File: config.mk
export PLATFORM = sky130hd
export DESIGN_NAME = display_row_diff_sysex_sender_flat
export DESIGN_NICKNAME = d
export VERILOG_FILES = /design/src/hw/rtl/drds_pkg.sv /design/src/hw/rtl/drds_chan_if.sv /design/src/hw/rtl/display_row_diff_sysex_sender.sv /design/src/flat_wrapper.sv
export SDC_FILE = /design/constraint.sdc
export NUM_CORES = 2
export LEC_CHECK = 0
export CORE_AREA = 4 4 388 390
export DETAILED_ROUTE_END_ITERATION = 7
export DIE_AREA = 0 0 392 394
export DONT_BUFFER_PORTS = 1
export PLACE_DENSITY = 0.71
export SLEW_MARGIN = 10
export SYNTH_ARGS = -nofsm -noshare
export SYNTH_HDL_FRONTEND = slang
export SYNTH_SLANG_ARGS = --single-unit
export TNS_END_PERCENT = 20
File: constraint.sdc
create_clock -name clock -period 5.88 [get_ports clock]
set_input_delay 0.882 -clock clock [delete_from_list [all_inputs] [get_ports clock]]
set_output_delay 0.882 -clock clock [all_outputs]
set_load 0.02 [all_outputs]
File: src/hw/rtl/drds_pkg.sv
// Shared types and constants for the display row diff SysEx sender.
`timescale 1ns / 1ps

package drds_pkg;

   // Request codes carried in the req_type field
   localparam logic REQ_CHAR       = 1'b0;
   localparam logic REQ_INVALIDATE = 1'b1;

   // Configuration register indexes
   localparam int CSR_IDX_W = 1;
   localparam logic [CSR_IDX_W-1:0] REG_DEVICE_TYPE  = 1'b0;
   localparam logic [CSR_IDX_W-1:0] REG_PROX_ENABLED = 1'b1;

   // Message bytes
   localparam logic [7:0] SYSEX_START   = 8'hF0;
   localparam logic [7:0] SYSEX_END     = 8'hF7;
   localparam logic [7:0] MFR_ZERO      = 8'h00;
   localparam logic [7:0] DEV_ID_66     = 8'h66;
   localparam logic [7:0] DEV_ID_67     = 8'h67;
   localparam logic [7:0] DEV_MODEL_14  = 8'h14;
   localparam logic [7:0] DEV_MODEL_15  = 8'h15;
   localparam logic [7:0] CMD_LOWER     = 8'h12;
   localparam logic [7:0] CMD_UPPER     = 8'h13;
   localparam logic [7:0] SHADOW_RESET  = 8'h01;
   localparam logic [7:0] ODD_ROW_OFFSET = 8'd56;

   // Byte positions inside one burst
   localparam int STEP_W = 4;
   localparam logic [STEP_W-1:0] STEP_START  = 4'd0;
   localparam logic [STEP_W-1:0] STEP_MFR0   = 4'd1;
   localparam logic [STEP_W-1:0] STEP_MFR1   = 4'd2;
   localparam logic [STEP_W-1:0] STEP_DEV1   = 4'd3;
   localparam logic [STEP_W-1:0] STEP_DEV2   = 4'd4;
   localparam logic [STEP_W-1:0] STEP_CMD    = 4'd5;
   localparam logic [STEP_W-1:0] STEP_OFFSET = 4'd6;
   localparam logic [STEP_W-1:0] STEP_CHAR   = 4'd7;
   localparam logic [STEP_W-1:0] STEP_END    = 4'd8;

   typedef struct packed {
      logic       req_type;
      logic [1:0] row;
      logic [5:0] column;
      logic [7:0] char_code;
      logic       row_end;
      logic       display_active;
   } req_item_type;

   typedef struct packed {
      logic [7:0] out_byte;
      logic       burst_last;
   } rsp_item_type;

   typedef struct packed {
      logic [CSR_IDX_W-1:0] index;
      logic                 data;
   } csr_write_type;

endpackage

File: src/hw/rtl/drds_chan_if.sv
// Valid/ready channel carrying one payload item per transfer.
`timescale 1ns / 1ps

interface drds_chan_if #(
   parameter type payload_type = logic
);
   logic        valid;
   logic        ready;
   payload_type payload;

   modport source (output valid, output payload, input ready);
   modport sink   (input valid, input payload, output ready);
endinterface

File: src/hw/rtl/display_row_diff_sysex_sender.sv
// Display row diff SysEx sender: shadow compare and message byte stream.
// A character transfer is registered into stage B before the byte emitter is loaded.
// Throughput: one character per cycle while runs continue and the emitter is free; a
// run opening costs its 8 output bytes (9 at row end), one per cycle while the result
// port is ready, set by the byte-wide result port. Shadow lives in a synchronous RAM
// (registered read) with per-entry valid bits. Reset (synchronous): all valid bits
// clear (shadow reads 0x01), run closed, CSRs zero; invalidate clears the valid bits.
`timescale 1ns / 1ps

module display_row_diff_sysex_sender #(
   parameter int ROWS      = 4,
   parameter int ROW_CHARS = 56
) (
   input logic        clock,
   input logic        reset,
   drds_chan_if.sink   req_ch,
   drds_chan_if.source rsp_ch,
   drds_chan_if.sink   csr_ch
);
   import drds_pkg::*;

   localparam int DEPTH = ROWS * ROW_CHARS;
   localparam int AW    = $clog2(DEPTH);

   req_item_type  a_item;
   csr_write_type csr_wr;

   // Configuration
   logic device_type_ff, prox_enabled_ff;

   // Shadow store
   logic [7:0]       shadow_mem [DEPTH];
   logic [DEPTH-1:0] shadow_vld_ff;
   logic [7:0]       rd_data_ff;

   // Stage A (address) and stage B (compare)
   logic          a_go, a_in_range;
   logic [AW-1:0] a_addr;
   logic          b_valid_ff, b_in_range_ff;
   req_item_type  b_item_ff;
   logic [AW-1:0] b_addr_ff;
   logic          fwd_hit_ff;
   logic [7:0]    fwd_data_ff;
   logic          run_open_ff, run_open_in;

   logic       b_go, b_char, b_inv, b_load;
   logic [7:0] b_old;
   logic       b_differ, b_emit, b_hdr, b_ch_en, b_f7;

   // Byte emitter
   logic              em_busy_ff;
   logic [STEP_W-1:0] em_step_ff, em_last_step_ff;
   logic [7:0]        em_dev1_ff, em_dev2_ff, em_cmd_ff, em_off_ff, em_char_ff;
   logic              em_free, em_done;
   logic [7:0]        em_byte;
   rsp_item_type      rsp_item;

   assign a_item = req_ch.payload;
   assign csr_wr = csr_ch.payload;

   // ---------------- configuration ----------------
   assign csr_ch.ready = 1'b1;

   always_ff @(posedge clock) begin
      if (reset) begin
         device_type_ff  <= 1'b0;
         prox_enabled_ff <= 1'b0;
      end else if (csr_ch.valid) begin
         case (csr_wr.index)
            REG_DEVICE_TYPE:  device_type_ff  <= csr_wr.data;
            REG_PROX_ENABLED: prox_enabled_ff <= csr_wr.data;
            default: ;
         endcase
      end
   end

   // ---------------- stage A: address and read ----------------
   assign a_in_range = (int'(a_item.row) < ROWS) && (int'(a_item.column) < ROW_CHARS);
   assign a_addr     = AW'(int'(a_item.row) * ROW_CHARS + int'(a_item.column));
   assign req_ch.ready = !b_valid_ff || b_go;
   assign a_go         = req_ch.valid && req_ch.ready;

   always_ff @(posedge clock) begin
      if (a_go && a_in_range) begin
         rd_data_ff <= shadow_mem[a_addr];
      end
      if (b_go && b_char) begin
         shadow_mem[b_addr_ff] <= b_item_ff.char_code;
      end
   end

   always_ff @(posedge clock) begin
      if (reset) begin
         b_valid_ff <= 1'b0;
      end else if (a_go) begin
         b_valid_ff <= 1'b1;
      end else if (b_go) begin
         b_valid_ff <= 1'b0;
      end
   end

   // Capture the write landing in the same cycle as the read: the RAM returns old data
   always_ff @(posedge clock) begin
      if (a_go) begin
         b_item_ff     <= a_item;
         b_addr_ff     <= a_addr;
         b_in_range_ff <= a_in_range;
         fwd_hit_ff    <= b_go && b_char && (b_addr_ff == a_addr);
         fwd_data_ff   <= b_item_ff.char_code;
      end
   end

   // ---------------- stage B: compare and decide ----------------
   assign b_inv  = b_valid_ff && (b_item_ff.req_type == REQ_INVALIDATE);
   assign b_char = b_valid_ff && (b_item_ff.req_type == REQ_CHAR) &&
                   b_item_ff.display_active && b_in_range_ff;

   always_comb begin
      if (!shadow_vld_ff[b_addr_ff]) begin
         b_old = SHADOW_RESET;
      end else if (fwd_hit_ff) begin
         b_old = fwd_data_ff;
      end else begin
         b_old = rd_data_ff;
      end
   end

   assign b_differ = (b_old != b_item_ff.char_code);
   assign b_emit   = !(b_item_ff.row[1] && !prox_enabled_ff);
   assign b_hdr    = b_differ && !run_open_ff && b_emit;
   assign b_ch_en  = b_differ && b_emit;
   assign b_f7     = b_emit && (b_differ ? b_item_ff.row_end : run_open_ff);
   assign b_load   = b_char && (b_ch_en || b_f7);
   assign b_go     = b_valid_ff && (!b_load || em_free);

   always_comb begin
      run_open_in = run_open_ff;
      if (b_inv) begin
         run_open_in = 1'b0;
      end else if (b_char) begin
         run_open_in = b_differ && !b_item_ff.row_end;
      end
   end

   always_ff @(posedge clock) begin
      if (reset) begin
         run_open_ff   <= 1'b0;
         shadow_vld_ff <= '0;
      end else if (b_go) begin
         run_open_ff <= run_open_in;
         if (b_inv) begin
            shadow_vld_ff <= '0;
         end else if (b_char) begin
            shadow_vld_ff[b_addr_ff] <= 1'b1;
         end
      end
   end

   // ---------------- byte emitter ----------------
   assign em_done = rsp_ch.ready && (em_step_ff == em_last_step_ff);
   assign em_free = !em_busy_ff || em_done;

   always_ff @(posedge clock) begin
      if (reset) begin
         em_busy_ff      <= 1'b0;
         em_step_ff      <= STEP_START;
         em_last_step_ff <= STEP_END;
      end else if (b_go && b_load) begin
         em_busy_ff      <= 1'b1;
         em_step_ff      <= b_hdr ? STEP_START : (b_ch_en ? STEP_CHAR : STEP_END);
         em_last_step_ff <= b_f7 ? STEP_END : STEP_CHAR;
      end else if (em_busy_ff && em_done) begin
         em_busy_ff <= 1'b0;
      end else if (em_busy_ff && rsp_ch.ready) begin
         // advance to the next byte of the burst
         em_step_ff <= em_step_ff + 1'b1;
      end
   end

   always_ff @(posedge clock) begin
      if (b_go && b_load) begin
         em_dev1_ff <= (!device_type_ff && b_item_ff.row[1]) ? DEV_ID_67 : DEV_ID_66;
         em_dev2_ff <= (device_type_ff || b_item_ff.row[1]) ? DEV_MODEL_15 : DEV_MODEL_14;
         em_cmd_ff  <= b_item_ff.row[1] ? CMD_UPPER : CMD_LOWER;
         em_off_ff  <= {2'b00, b_item_ff.column} + (b_item_ff.row[0] ? ODD_ROW_OFFSET : 8'd0);
         em_char_ff <= b_item_ff.char_code;
      end
   end

   always_comb begin
      case (em_step_ff)
         STEP_START:  em_byte = SYSEX_START;
         STEP_MFR0:   em_byte = MFR_ZERO;
         STEP_MFR1:   em_byte = MFR_ZERO;
         STEP_DEV1:   em_byte = em_dev1_ff;
         STEP_DEV2:   em_byte = em_dev2_ff;
         STEP_CMD:    em_byte = em_cmd_ff;
         STEP_OFFSET: em_byte = em_off_ff;
         STEP_CHAR:   em_byte = em_char_ff;
         STEP_END:    em_byte = SYSEX_END;
         default:     em_byte = SYSEX_END;
      endcase
   end

   assign rsp_item.out_byte   = em_byte;
   assign rsp_item.burst_last = (em_step_ff == em_last_step_ff);
   assign rsp_ch.valid        = em_busy_ff;
   assign rsp_ch.payload      = rsp_item;

   // ---------------- assertions ----------------
   a_step_in_burst: assert property (@(posedge clock) disable iff (reset)
      em_busy_ff |-> (em_step_ff <= em_last_step_ff))
      else $error("emitter step past last byte of burst");

   a_inv_clears: assert property (@(posedge clock) disable iff (reset)
      (b_go && b_inv) |=> (shadow_vld_ff == '0))
      else $error("invalidate left shadow entries valid");

   a_write_marks_valid: assert property (@(posedge clock) disable iff (reset)
      (b_go && b_char) |=> shadow_vld_ff[$past(b_addr_ff)])
      else $error("written shadow entry not marked valid");

   a_row_end_closes: assert property (@(posedge clock) disable iff (reset)
      (b_go && b_char && b_item_ff.row_end) |=> !run_open_ff)
      else $error("run still open after row end");

endmodule

File: src/flat_wrapper.sv
// flat-port wrapper written by rule: the top's interface ports become plain ports
module display_row_diff_sysex_sender_flat import drds_pkg::*;
#(
   parameter int ROWS      = 4,
   parameter int ROW_CHARS = 56
)
  (clock, reset, req_ch_valid, req_ch_payload, req_ch_ready, rsp_ch_valid, rsp_ch_payload, rsp_ch_ready, csr_ch_valid, csr_ch_payload, csr_ch_ready);
  drds_chan_if #(.payload_type(req_item_type)) req_ch_i ();
  drds_chan_if #(.payload_type(rsp_item_type)) rsp_ch_i ();
  drds_chan_if #(.payload_type(csr_write_type)) csr_ch_i ();
  input logic clock;
  input logic reset;
  input wire logic [$bits(req_ch_i.valid)-1:0] req_ch_valid;
  input wire logic [$bits(req_ch_i.payload)-1:0] req_ch_payload;
  output wire logic [$bits(req_ch_i.ready)-1:0] req_ch_ready;
  output wire logic [$bits(rsp_ch_i.valid)-1:0] rsp_ch_valid;
  output wire logic [$bits(rsp_ch_i.payload)-1:0] rsp_ch_payload;
  input wire logic [$bits(rsp_ch_i.ready)-1:0] rsp_ch_ready;
  input wire logic [$bits(csr_ch_i.valid)-1:0] csr_ch_valid;
  input wire logic [$bits(csr_ch_i.payload)-1:0] csr_ch_payload;
  output wire logic [$bits(csr_ch_i.ready)-1:0] csr_ch_ready;
  assign req_ch_i.valid = req_ch_valid;
  assign req_ch_i.payload = req_ch_payload;
  assign req_ch_ready = req_ch_i.ready;
  assign rsp_ch_valid = rsp_ch_i.valid;
  assign rsp_ch_payload = rsp_ch_i.payload;
  assign rsp_ch_i.ready = rsp_ch_ready;
  assign csr_ch_i.valid = csr_ch_valid;
  assign csr_ch_i.payload = csr_ch_payload;
  assign csr_ch_ready = csr_ch_i.ready;
  display_row_diff_sysex_sender #(.ROWS(ROWS), .ROW_CHARS(ROW_CHARS)) u_core (.clock(clock), .reset(reset), .req_ch(req_ch_i), .rsp_ch(rsp_ch_i), .csr_ch(csr_ch_i));
endmodule
==> impl_summary.log <==
[metrics] DIE AREA: 0.154 mm2
[metrics] Cell Count Post-Placement: 6,099
[metrics] simple logic cell fraction of the synthesized area: 3.83%
[metrics] Final Power: 31.2 mW
[metrics] Post-CTS Hold Fix Bufs: 0
[metrics] post-synthesis instance area: 0.0818 mm2
[metrics] Worst R2R Setup Slack: 510 ps
[metrics] crit-path most repeated cell: sky130_fd_sc_hd__buf_4
[metrics] worst r2r dst: u_core.shadow_mem[65][6]
[metrics] Post-CTS Setup Repair Bufs: 0
[metrics] final design utilization: 62.7%
[metrics] maximum level of the CTS H-tree: 4
[metrics] antenna violations before repair: 8
[metrics] vias in the first global route: 41,700
[metrics] IO Count: 38
[metrics] count of maximum capacitance violations: 0
[metrics] leakage power of the design: 29.0 nW
[metrics] fraction of layout cells with a size suffix above 1: 28.5%
[metrics] Net count, final: 4,418
[metrics] most frequently used cell type in the post-synthesis netlist: sky130_fd_sc_hd__edfxtp_1
[metrics] Cell variety after synth: 64
[metrics] Yosys top cell area share: 68.0%
[metrics] IO buf count: 0
[metrics] Crit path arrival time: 4580 ps
[metrics] root buffer cell: sky130_fd_sc_hd__clkbuf_16
[metrics] Compound-Gate Fraction of Synth Area: 2.37%
[metrics] remaining antenna violation count after routing: 0
[metrics] Syn Nets: 4,172
[metrics] largest stage delay on the critical path: 590 ps
[metrics] final setup skew: 32.3 ps
[metrics] total CTS buffers: 203
[metrics] most area-consuming cells after synthesis: sky130_fd_sc_hd__edfxtp_1 68%, sky130_fd_sc_hd__mux4_2 17%, sky130_fd_sc_hd__dfxtp_1 5.7%
[metrics] main combinational cell family by area after synthesis: multiplexers
[metrics] cell accounting for the most synthesized area: sky130_fd_sc_hd__edfxtp_1
[metrics] pwr dens: 338 mW/mm2
[metrics] Top FF cell, synth: sky130_fd_sc_hd__edfxtp_1
[metrics] total wire length: 200,000 um
[metrics] count of unresolved DRC violations after routing: 0
[metrics] worst r2r path cells: 14
[metrics] nature of the critical path endpoint: output port
[metrics] adder and majority cell fraction of the synthesized area: 0.248%
[metrics] Worst Setup Start Kind: flip-flop
[metrics] Max Freq: 183 MHz
[metrics] multiplexer share of the synthesized area: 18.0%
[metrics] Layout fillers: 10,000
[metrics] crit path time final: 5460 ps
[metrics] Slew @ Worst Pin: 1500 ps
[metrics] Placer Congestion: 0.830
[metrics] number of placement rows: 141
[metrics] worst hold-check slack: 131 ps
[metrics] largest net degree at the start of global routing: 451
[metrics] worst setup slack before clock tree synthesis: 629 ps
[metrics] Top Family by Delay on Critical Path: compound AO/OA/AOI/OAI gates
[metrics] area of all placed cells without fillers: 0.0923 mm2
[metrics] DR vias: 42,000
[metrics] Crit Reg-Reg Startpoint: u_core.b_addr_ff[1]
[metrics] Max-slew headroom: 0.298%
[metrics] maximum resistive drop on vdd: 0.311 mV
[metrics] cell-by-cell listing of the critical path: buf_4, buf_12, mux4_2, o21ai_0, o2111ai_1, o2111ai_2, nand4b_4, a311o_1, a22o_1, o31ai_1, buf_4
[metrics] CTS Sinks: 2,087
[metrics] Buf+Inv Stages, Crit Path: 3
[metrics] effective utilization at floorplan: 55.6%
[metrics] initial detailed-routing violation count: 5,371
[metrics] router iterations before antenna repair: 6
[metrics] accumulated negative setup slack: 0 ps
[metrics] Critical Path RT: 5000 ps
[metrics] total area of multi-input combinational cells: 0.0203 mm2
[metrics] Die X: 392 um
[metrics] total overflow reported by the global router: 0
[metrics] number of max-slew violations in the final report: 0
[metrics] status: completed
[metrics] endpoint of the worst setup timing path: req_ch_ready
[metrics] warning count from the yosys run: 0
[metrics] count of flip-flops with a built-in enable after synthesis: 1,852
[metrics] RSZ-0062 raised after global routing: false
[metrics] final non-filler cell total: 6,472
[metrics] Avg Synthesized Cell Area: 19.8 um2
[metrics] first-pass GRT wire length: 294,000 um
[metrics] y dimension of the die: 394 um
[metrics] worst skew pair latency: 820 ps
[metrics] category of the critical setup timing path: reg2out
[metrics] detailed placer's ending HPWL: 115,000 um
[metrics] number of synthesized register bits: 2,087
[metrics] WL per Instance: 30.9 um
[metrics] Clock Path Buffers: 3
[metrics] number of gates resized after CTS: 0
[metrics] Synth Instances: 4,131
[metrics] core area: 0.147 mm2
[metrics] GRT Util Overall: 26.2%
[metrics] CP Launch Point: u_core.b_addr_ff[1]
[metrics] Worst path depth: 11
[metrics] area taken by flip-flops and latches: 0.0603 mm2
[metrics] number of vias per cell: 6.50
[metrics] register area share after synthesis: 73.7%
[metrics] most instantiated cells after synthesis: 1,852 x sky130_fd_sc_hd__edfxtp_1, 621 x sky130_fd_sc_hd__mux4_2, 323 x sky130_fd_sc_hd__nand2_1, 235 x sky130_fd_sc_hd__dfxtp_1, 234 x sky130_fd_sc_hd__nor3_1
[metrics] CTS tree: built
[metrics] clock transition at the registers of the reported paths: 60 ps
[metrics] Final Hold Viols: 0
[metrics] placed standard-cell area: 0.0856 mm2
[metrics] crit path setup slack, layout: 422 ps
[metrics] signed area change from the synthesized netlist to the final layout: 12.8%
[metrics] Max stage delay cell, worst path: sky130_fd_sc_hd__mux4_2
[metrics] critical-path maximum fanout: 50
[metrics] Async SR Flop Fraction: 0%
[metrics] setup violators final: 0
[metrics] final worst path period share: 92.8%
[metrics] xor-xnor portion of the synthesized cell area: 0.203%
[metrics] Cells on Worst Hold Path: 1
[metrics] classification of the worst-slack hold path: in2reg
flip-flops by register name, summed over array words and instances, names as in the netlist:
name and flops:
u_core.b_valid_ff 1, u_core.em_char_ff 8, u_core.b_item_ff 16, u_core.device_type_ff 1
u_core.em_off_ff 7, u_core.rsp_ch.valid 1, u_core.prox_enabled_ff 1, u_core.shadow_mem 1792
u_core.em_dev2_ff 1, u_core.em_step_ff 4, u_core.b_addr_ff 8, u_core.b_in_range_ff 1
u_core.fwd_data_ff 8, u_core.em_last_step_ff 2, u_core.fwd_hit_ff 1, u_core.rd_data_ff 8
u_core.shadow_vld_ff 224, u_core.em_cmd_ff 1, u_core.run_open_ff 1, u_core.em_dev1_ff 1
layer usage:
| layer | global-route usage, % | up-vias | part of all wire (%) |
|---|---|---|---|
| met3 | 7.57 | 337 | 11 |
| li1 | - | 17400 | - |
| met4 | 8.90 | 8 | 3.6 |
| met5 | 0 | - | 0.024 |
| met2 | 38.5 | 2456 | 46 |
| met1 | 38.4 | 21800 | 39 |
layout by cell type, fill, tap and decap left out, types with 10 or more instances in the layout:
master	netlist	routed
sky130_fd_sc_hd__a21oi_1	18	17
sky130_fd_sc_hd__a22oi_1	26	26
sky130_fd_sc_hd__buf_4	5	308
sky130_fd_sc_hd__bufinv_16	0	18
sky130_fd_sc_hd__clkbuf_1	160	37
sky130_fd_sc_hd__clkbuf_16	0	206
sky130_fd_sc_hd__clkbuf_8	0	10
sky130_fd_sc_hd__clkinv_1	1	46
sky130_fd_sc_hd__clkinv_2	0	23
sky130_fd_sc_hd__clkinvlp_4	0	14
sky130_fd_sc_hd__dfxtp_1	235	235
sky130_fd_sc_hd__edfxtp_1	1852	1852
sky130_fd_sc_hd__ha_1	13	12
sky130_fd_sc_hd__inv_1	21	21
sky130_fd_sc_hd__mux2_2	10	10
sky130_fd_sc_hd__mux2i_1	66	66
sky130_fd_sc_hd__mux4_2	621	621
sky130_fd_sc_hd__nand2_1	323	314
sky130_fd_sc_hd__nand2_2	4	13
sky130_fd_sc_hd__nand2b_1	12	12
sky130_fd_sc_hd__nand3_1	24	18
sky130_fd_sc_hd__nor2_1	33	33
sky130_fd_sc_hd__nor2b_1	15	14
sky130_fd_sc_hd__nor3_1	234	234
sky130_fd_sc_hd__o21ai_0	104	104
sky130_fd_sc_hd__o21ai_1	120	120
sky130_fd_sc_hd__o21ai_2	10	10
worst min-delay path by stage:
stage	startpoint	endpoint	slack [ps]
final	reset	u_core.em_step_ff[1]	130
after global routing	reset	u_core.b_valid_ff	100
after CTS	reset	u_core.em_step_ff[1]	80
after detailed placement	u_core.shadow_vld_ff[210]	u_core.shadow_vld_ff[210]	440
after global placement	u_core.shadow_vld_ff[212]	u_core.shadow_vld_ff[212]	430
after floorplan	u_core.shadow_vld_ff[164]	u_core.shadow_vld_ff[164]	420
final cells by class:
class | count | share of cell area, %
inverters | 22 | 0.0895
flip-flops and latches | 2087 | 65.4
well taps | 1930 | 2.62
clock buffers | 253 | 5.89
clock inverters | 116 | 1.26
multi-input cells | 1745 | 22.0
repair buffers | 318 | 2.75
diodes | 1 | 0.00271
power by group:
part           internal [mW]  switching [mW]  total (mW)
registers               16.3          0.0541        16.3
clock network           7.34            5.46        12.8
logic                  0.746            1.29        2.04
cell families after synthesis:
kind of cell               after synthesis
xor gates and xnor gates                19
other                                    1
DFF                                   2087
and+or+nand+nor                        681
buffers and inverters                  299
adders and majority gates               15
muxes                                  697
AOI/OAI and AO/OA                      332
Power figures use the tool's default switching activity.
